`config.mk`:
```
export PLATFORM = sky130hd
export DESIGN_NAME = ogl_controller
export DESIGN_NICKNAME = d
export VERILOG_FILES = /design/src/hw/rtl/ogl_pkg.sv /design/src/hw/rtl/ogl_controller.sv
export VERILOG_INCLUDE_DIRS = /design/src /design/src/hw/rtl
export SDC_FILE = /design/constraint.sdc
export NUM_CORES = 1
export LEC_CHECK = 0
export BUFFER_PORTS_ARGS = -buffer_cell sky130_fd_sc_hd__buf_4
export CAP_MARGIN = 20
export CORE_ASPECT_RATIO = 0.7
export CORE_MARGIN = 3
export CORE_UTILIZATION = 35
export DETAILED_ROUTE_END_ITERATION = 7
export PLACE_DENSITY = 0.6
export SLEW_MARGIN = 15
export SYNTH_ARGS = -nofsm -noshare
export SYNTH_HDL_FRONTEND = slang
export SYNTH_SLANG_ARGS = --single-unit
```
`constraint.sdc`:
```
create_clock -name clock -period 1.5 [get_ports clock]
set_input_delay 0.225 -clock clock [delete_from_list [all_inputs] [get_ports clock]]
set_output_delay 0.225 -clock clock [all_outputs]
set_load 0.01 [all_outputs]
```
`src/hw/rtl/odometry_grid_localizer_assert.svh`:
```
// Assertion macros for the odometry grid localizer RTL.
// Included by the controller, which checks its own control logic.
`ifndef ODOMETRY_GRID_LOCALIZER_ASSERT_SVH
`define ODOMETRY_GRID_LOCALIZER_ASSERT_SVH

// Implication checked on every clock edge outside reset.
`define OGL_ASSERT_IMPL(label, clk, rst, pre, post) \
   label: assert property (@(posedge clk) disable iff (rst) (pre) |-> (post)) \
      else $error("assertion failed");

// Next-cycle implication checked outside reset.
`define OGL_ASSERT_NEXT(label, clk, rst, pre, post) \
   label: assert property (@(posedge clk) disable iff (rst) (pre) |=> (post)) \
      else $error("assertion failed");

`endif

```
`src/hw/rtl/ogl_pkg.sv`:
```
// Package for the odometry grid localizer: constants, types, sine table.
// Used by the datapath, controller and top level; depends on nothing.
`timescale 1ns / 1ps
`default_nettype none
package ogl_pkg;
   localparam int SensorCount = 12;
   localparam int PosFracBits = 8;
   localparam int SensIdxW = 4;
   localparam int PosW = 18 + PosFracBits;

   localparam logic [1:0] OpOdometry = 2'd0;
   localparam logic [1:0] OpLoad = 2'd1;
   localparam logic [1:0] OpObserve = 2'd2;
   localparam logic [1:0] OpUnused = 2'd3;

   localparam logic [2:0] RegGain = 3'd0;
   localparam logic [2:0] RegCell = 3'd1;
   localparam logic [2:0] RegLimit = 3'd2;
   localparam logic [2:0] RegWall = 3'd3;
   localparam logic [2:0] RegMargin = 3'd4;

   // Datapath commands issued by the controller.
   typedef enum logic [3:0] {
      CmdNone, CmdLatch, CmdLoad, CmdOdoMulA, CmdOdoMulB, CmdOdoAdd,
      CmdSearch, CmdWidth, CmdDivStart, CmdDivStep, CmdSnap, CmdNextAxis
   } cmd_type;

   typedef struct packed {
      cmd_type cmd;
      logic    axis;
   } ctl_type;

   typedef struct packed {
      logic [1:0] op;
      logic       search_done;
      logic       div_done;
      logic       trust_sel;
   } sts_type;

   // Quarter-wave sine, Q14, whole degrees 0..90.
   function automatic logic [14:0] sin_quarter(input logic [6:0] d);
      logic [14:0] t [0:90];
      t = '{15'd0, 15'd286, 15'd572, 15'd857, 15'd1143, 15'd1428, 15'd1713,
         15'd1997, 15'd2280, 15'd2563, 15'd2845, 15'd3126, 15'd3406, 15'd3686,
         15'd3964, 15'd4240, 15'd4516, 15'd4790, 15'd5063, 15'd5334, 15'd5604,
         15'd5872, 15'd6138, 15'd6402, 15'd6664, 15'd6924, 15'd7182, 15'd7438,
         15'd7692, 15'd7943, 15'd8192, 15'd8438, 15'd8682, 15'd8923, 15'd9162,
         15'd9397, 15'd9630, 15'd9860, 15'd10087, 15'd10311, 15'd10531,
         15'd10749, 15'd10963, 15'd11174, 15'd11381, 15'd11585, 15'd11786,
         15'd11982, 15'd12176, 15'd12365, 15'd12551, 15'd12733, 15'd12911,
         15'd13085, 15'd13255, 15'd13421, 15'd13583, 15'd13741, 15'd13894,
         15'd14044, 15'd14189, 15'd14330, 15'd14466, 15'd14598, 15'd14726,
         15'd14849, 15'd14968, 15'd15082, 15'd15191, 15'd15296, 15'd15396,
         15'd15491, 15'd15582, 15'd15668, 15'd15749, 15'd15826, 15'd15897,
         15'd15964, 15'd16026, 15'd16083, 15'd16135, 15'd16182, 15'd16225,
         15'd16262, 15'd16294, 15'd16322, 15'd16344, 15'd16362, 15'd16374,
         15'd16382, 15'd16384};
      if (d > 7'd90) begin
         return 15'd0;
      end
      return t[d];
   endfunction

   // Signed sine of a degree value in 0..359, Q14.
   function automatic logic signed [15:0] sin_deg(input logic [8:0] d);
      logic [14:0] m;
      logic neg;
      neg = 1'b0;
      if (d <= 9'd90) begin
         m = sin_quarter(d[6:0]);
      end else if (d <= 9'd180) begin
         m = sin_quarter(7'(9'd180 - d));
      end else if (d <= 9'd270) begin
         m = sin_quarter(7'(d - 9'd180));
         neg = 1'b1;
      end else begin
         m = sin_quarter(7'(9'd360 - d));
         neg = 1'b1;
      end
      return neg ? -$signed({1'b0, m}) : $signed({1'b0, m});
   endfunction

   // Mounting angle of a sensor slot, computed as 360 - slot*360/SensorCount.
   function automatic logic [8:0] mount_angle(input logic [SensIdxW-1:0] i);
      logic [8:0] a;
      a = 9'd0;
      for (int j = 0; j < SensorCount; j++) begin
         if (32'(i) == j) begin
            a = 9'(360 - (j * 360) / SensorCount);
         end
      end
      return a;
   endfunction
endpackage
`default_nettype wire

```
`src/hw/rtl/ogl_controller.sv`:
```
// Controller state machine sequencing one item through the datapath.
// Depends on ogl_pkg and the assertion macro header.
`timescale 1ns / 1ps
`default_nettype none
`include "odometry_grid_localizer_assert.svh"
module ogl_controller (
   input  wire logic             clock,
   input  wire logic             reset,
   input  wire logic             req_valid,
   output logic                  req_ready,
   output logic                  rsp_valid,
   input  wire logic             rsp_ready,
   input  wire ogl_pkg::sts_type sts,
   output ogl_pkg::ctl_type      ctl
);
   typedef enum logic [3:0] {
      SIdle, SDecode, SMulA, SMulB, SAdd, SSearch, SWidth, SDivStart, SDiv,
      SSnap, SRedo, SDone
   } state_type;
   state_type state_ff, state_in;
   logic axis_ff, axis_in;
   logic snapped_ff, snapped_in;

   // Next state, axis, snapping flag and datapath command.
   always_comb begin
      state_in = state_ff;
      axis_in = axis_ff;
      snapped_in = snapped_ff;
      ctl.axis = axis_ff;
      ctl.cmd = ogl_pkg::CmdNone;
      unique case (state_ff)
         SIdle: if (req_valid) begin
            ctl.cmd = ogl_pkg::CmdLatch;
            state_in = SDecode;
            axis_in = 1'b0;
         end
         SDecode: begin
            unique case (sts.op)
               ogl_pkg::OpOdometry: state_in = SMulA;
               ogl_pkg::OpLoad: begin
                  ctl.cmd = ogl_pkg::CmdLoad;
                  state_in = SDivStart;
               end
               ogl_pkg::OpObserve: state_in = SSearch;
               default: state_in = SDivStart;
            endcase
            snapped_in = 1'b0;
         end
         SMulA: begin
            ctl.cmd = ogl_pkg::CmdOdoMulA;
            state_in = SMulB;
         end
         SMulB: begin
            ctl.cmd = ogl_pkg::CmdOdoMulB;
            state_in = SAdd;
         end
         SAdd: begin
            ctl.cmd = ogl_pkg::CmdOdoAdd;
            axis_in = ~axis_ff;
            state_in = axis_ff ? SDivStart : SMulA;
         end
         SSearch: begin
            ctl.cmd = ogl_pkg::CmdSearch;
            if (sts.search_done) begin
               state_in = SWidth;
            end
         end
         SWidth: begin
            ctl.cmd = ogl_pkg::CmdWidth;
            axis_in = ~axis_ff;
            snapped_in = 1'b1;
            state_in = axis_ff ? SDivStart : SWidth;
         end
         SDivStart: begin
            ctl.cmd = ogl_pkg::CmdDivStart;
            state_in = SDiv;
         end
         SDiv: begin
            ctl.cmd = ogl_pkg::CmdDivStep;
            if (sts.div_done) begin
               state_in = SSnap;
            end
         end
         SSnap: begin
            // With snapping armed, a trusted axis is snapped and then its cell redone;
            // otherwise the cell index is stored and the next axis begins, or the item ends after the second axis.
            if (snapped_ff && sts.trust_sel) begin
               ctl.cmd = ogl_pkg::CmdSnap;
               state_in = SRedo;
            end else begin
               ctl.cmd = ogl_pkg::CmdNextAxis;
               axis_in = ~axis_ff;
               state_in = axis_ff ? SDone : SDivStart;
            end
         end
         SRedo: begin
            ctl.cmd = ogl_pkg::CmdDivStart;
            snapped_in = 1'b0;
            state_in = SDiv;
         end
         SDone: if (rsp_ready) begin
            state_in = SIdle;
         end
         default: state_in = SIdle;
      endcase
      // For an observe, re-arm snapping for the second axis once the first axis has finished.
      if (state_ff == SSnap && !axis_ff && !(snapped_ff && sts.trust_sel)
         && sts.op == ogl_pkg::OpObserve) begin
         snapped_in = 1'b1;
      end
   end

   always_ff @(posedge clock) begin
      if (reset) begin
         state_ff <= SIdle;
         axis_ff <= 1'b0;
         snapped_ff <= 1'b0;
      end else begin
         state_ff <= state_in;
         axis_ff <= axis_in;
         snapped_ff <= snapped_in;
      end
   end

   assign req_ready = state_ff == SIdle;
   assign rsp_valid = state_ff == SDone;

   `OGL_ASSERT_IMPL(a_excl, clock, reset, 1'b1, !(req_ready && rsp_valid))
   `OGL_ASSERT_NEXT(a_hold, clock, reset, rsp_valid && !rsp_ready, rsp_valid)
   `OGL_ASSERT_NEXT(a_take, clock, reset, req_valid && req_ready, !req_ready)
endmodule
`default_nettype wire

```
==> run_results.csv <==
group,metric,value,unit
clock_network,cts_hold_buf,0,
die,top_level_ports,16,
synth,syn_area,648,µm²
worst_setup_path,startpoint_type,"flip-flop",
die,die-area,0.00241,mm²
worst_setup_path,reg2reg_from,"state_ff[2]",
die,initial_core_util,38.9,%
synth,synthCells,94,
synth,yosysWarnings,0,
synth,synth-main-ff-cell,"dfxtp_1",
run_status,violations,"negative setup slack",
clock_network,numClockSinks,6,
sta,rsz0062_at_grt,"true",
worst_setup_path,r2r-end,"state_ff[1]",
grt,grt_start_max_net_pins,15,
die,core-area,0.00167,mm²
sta,slew_viol_final,0,
synth,ys_seq_elements,6,
power_and_ir_drop,irDropWorstVdd,0.884,mV
synth,synth_top_area_share,18.5,%
sta,max_freq,0.658,GHz
cells_and_area,nFillCells,174,
cells_and_area,diodes,0,
cells_and_area,drive_above_1_share,41.7,%
worst_setup_path,r2r_setup_slack,0.03,ns
sta,setup_tns,-0.0230,ns
worst_setup_path,path_class,"flip-flop to primary output",
clock_network,clk_latency,0.25,ns
power_and_ir_drop,p_leak,0.376,nW
grt,grt_usage,17.4,%
sta,skew,0.00448,ns
worst_setup_path,crit_fanout,6,
clock_network,cts_tree,"done",
worst_hold_path,hold_end,"state_ff[3]",
grt,grt_pass1_wl,3.24,mm
worst_hold_path,hold_path_depth,2,
grt,busiest_layer,"met1",
clock_network,cts.clk_slew.worst_paths,0.05,ns
power_and_ir_drop,pwr_density_cell,1780,mW/mm²
run_status,status,"finished, violations left",
worst_setup_path,end_kind,"primary output",
detailed_routing,drc,0,
worst_hold_path,hp-start,"reset",
detailed_routing,vias,763,
synth,synth-edff-count,0,
die,die_x,57.4,µm
grt,use_met1,25.0,%
synth,ys_seq_area_share,18.5,%
die,placementRows,12,
worst_setup_path,arrival,1.30,ns
synth,synthArstFlopShare,0,%
grt,antenna_found_initial,0,
synth,yosysMostFrequentCell,"a21oi_1",
sta,hold_viol_final,0,
placed_design,place_area,835,µm²
placed_design,hpwlAfterDp,1.48,mm
worst_setup_path,crit_path_cell_trace,"or2_4 -> a221oi_2 -> buf_4",
worst_hold_path,hold_class,"primary input to flip-flop",
detailed_routing,first_pass_iters,4,
worst_setup_path,rr_worst_depth,7,
grt,grt_pass1_vias,688,
worst_setup_path,cp.required,1.27,ns
detailed_routing,vias_per_cell,5.41,
run,max_cap_viol_count,0,
sta,finalCriticalPeriod,1.52,ns
grt,grt-ovfl-total,0,
clock_network,cts_buffers,3,
worst_setup_path,cpPeakStageDelay,0.35,ns
cells_and_area,areaGrowthSynthToFinish,41.1,%
sta,tightest_slew,0.326,ns
die,dieHeight,42.0,µm
synth,yosysUniqueCellTypes,31,
synth,yosysTopAreaCell,"dfxtp_1",
clock_network,cts_buffer_depth,2,
sta,relSlewSlack,78.0,%
detailed_routing,postRouteAntennaNets,0,
cells_and_area,fin_area,915,µm²
clock_network,htree_num_levels,1,
synth,synth.avg_cell_area,6.89,µm²
worst_setup_path,critical-path-slowest-cell,"dfxtp_4",
detailed_routing,wl_per_cell,14.1,µm
synth,synthTopCellsByArea,"dfxtp_1, a21oi_1, buf_2",
detailed_routing,drt_wl_total,2.00,mm
placed_design,finalWeightedCongestion,0.868,
sta,setup_violations,2,
placed_design,port_buffers,15,
clock_network,cts-root-buf,"clkbuf_4",
cells_and_area,fin_nets,131,
detailed_routing,drt_iter0_drc,24,
synth,syn-num-nets,103,
grt,met3_usage,3.69,%
grt,use_met2,24.8,%
sta,period_share,101,%
sta,setup_ws,-0.0207,ns
metal layers:
layer,part of all wire [%],wire length (µm),vias to the layer above
met5,0,0,-
met4,0.95,19,0
met3,4.7,94,4
met2,44,878,21
met1,50,1000,344
li1,-,-,394
cell usage in the layout, fill, tap and decap left out, types with 3 or more instances in the layout:
master     n
buf_4     34
a21oi_1    9
nor3_1     7
nand2_1    7
nor2_1     6
nand2b_1   4
o21ai_1    4
o21ai_0    4
a211oi_1   4
nor2b_1    3
a31oi_1    3
o21bai_1   3
clkbuf_4   3
worst max path at each step:
| stage | start | to | slack, ns |
|---|---|---|---|
| final | state_ff[2] | ctl[1] | -0.02 |
| after global routing | state_ff[2] | ctl[1] | -0.08 |
| after CTS | state_ff[3] | ctl[2] | -0.02 |
| after detailed placement | state_ff[2] | state_ff[1] | 0.06 |
| after global placement | state_ff[3] | ctl[2] | 0.06 |
| after floorplan | state_ff[3] | ctl[1] | 0.05 |
state kept, by name, indices dropped and copies added (netlist names):
name        cells
snapped_ff      1
axis_ff         1
state_ff        4
power by group:
group,switching [mW],internal (mW)
clock,0.0697,0.0913
combinational,0.547,0.626
sequential,0.0722,0.220
total,0.688,0.937
per-stage QoR:
| step | util (%) | power (mW) | std cells | hold slack (ns) | setup slack, ns |
|---|---|---|---|---|---|
| finish | 54.9 | 1.63 | 141 | 0.195 | -0.0207 |
| global route | 54.9 | 1.77 | 141 | 0.197 | -0.0837 |
| CTS | 54.2 | 1.60 | 141 | 0.184 | -0.0196 |
| detailed placement | 50.1 | 1.30 | 134 | 0.468 | 0.0562 |
| global placement | 50.1 | 1.29 | 134 | 0.463 | 0.0581 |
| floorplan | - | 0.957 | 94 | 0.294 | 0.0463 |
repair_timing:
| action | in CTS | in global routing |
|---|---|---|
| buffers inserted | 4 | 0 |
| pin swaps | 2 | 1 |
| resized for setup | 9 | 6 |
| endpoints found under the setup margin | 5 | 8 |
kinds of logic (layout without fill, tap and decap cells):
group | after synthesis | after routing | synth area share [%]
muxes | 1 | 1 | 1.74
buffers and inverters | 13 | 39 | 11.2
DFF | 6 | 6 | 18.5
xor gates and xnor gates | 1 | 1 | 1.35
AOI/OAI and AO/OA | 35 | 35 | 35.7
and+or+nand+nor | 38 | 38 | 31.5
cell type report:
| class | count | area (µm²) | area share, % |
|---|---|---|---|
| clock buffer | 3 | 22.5 | 2.46 |
| inverter | 2 | 7.51 | 0.821 |
| multi-input combinational | 75 | 473 | 51.7 |
| sequential | 6 | 130 | 14.2 |
| tap | 21 | 26.3 | 2.87 |
| timing repair buffer | 34 | 255 | 27.9 |
worst max-delay path: cells and delay by family, from the launching register on:
| kind | cells | cell delay (ns) |
|---|---|---|
| buffers and inverters | 1 | 0.16 |
| AO/OA/AOI/OAI | 1 | 0.26 |
| AND/OR/NAND/NOR | 1 | 0.27 |
| flip-flops | 1 | 0.35 |
No activity file was read; power rests on OpenSTA's default activity.
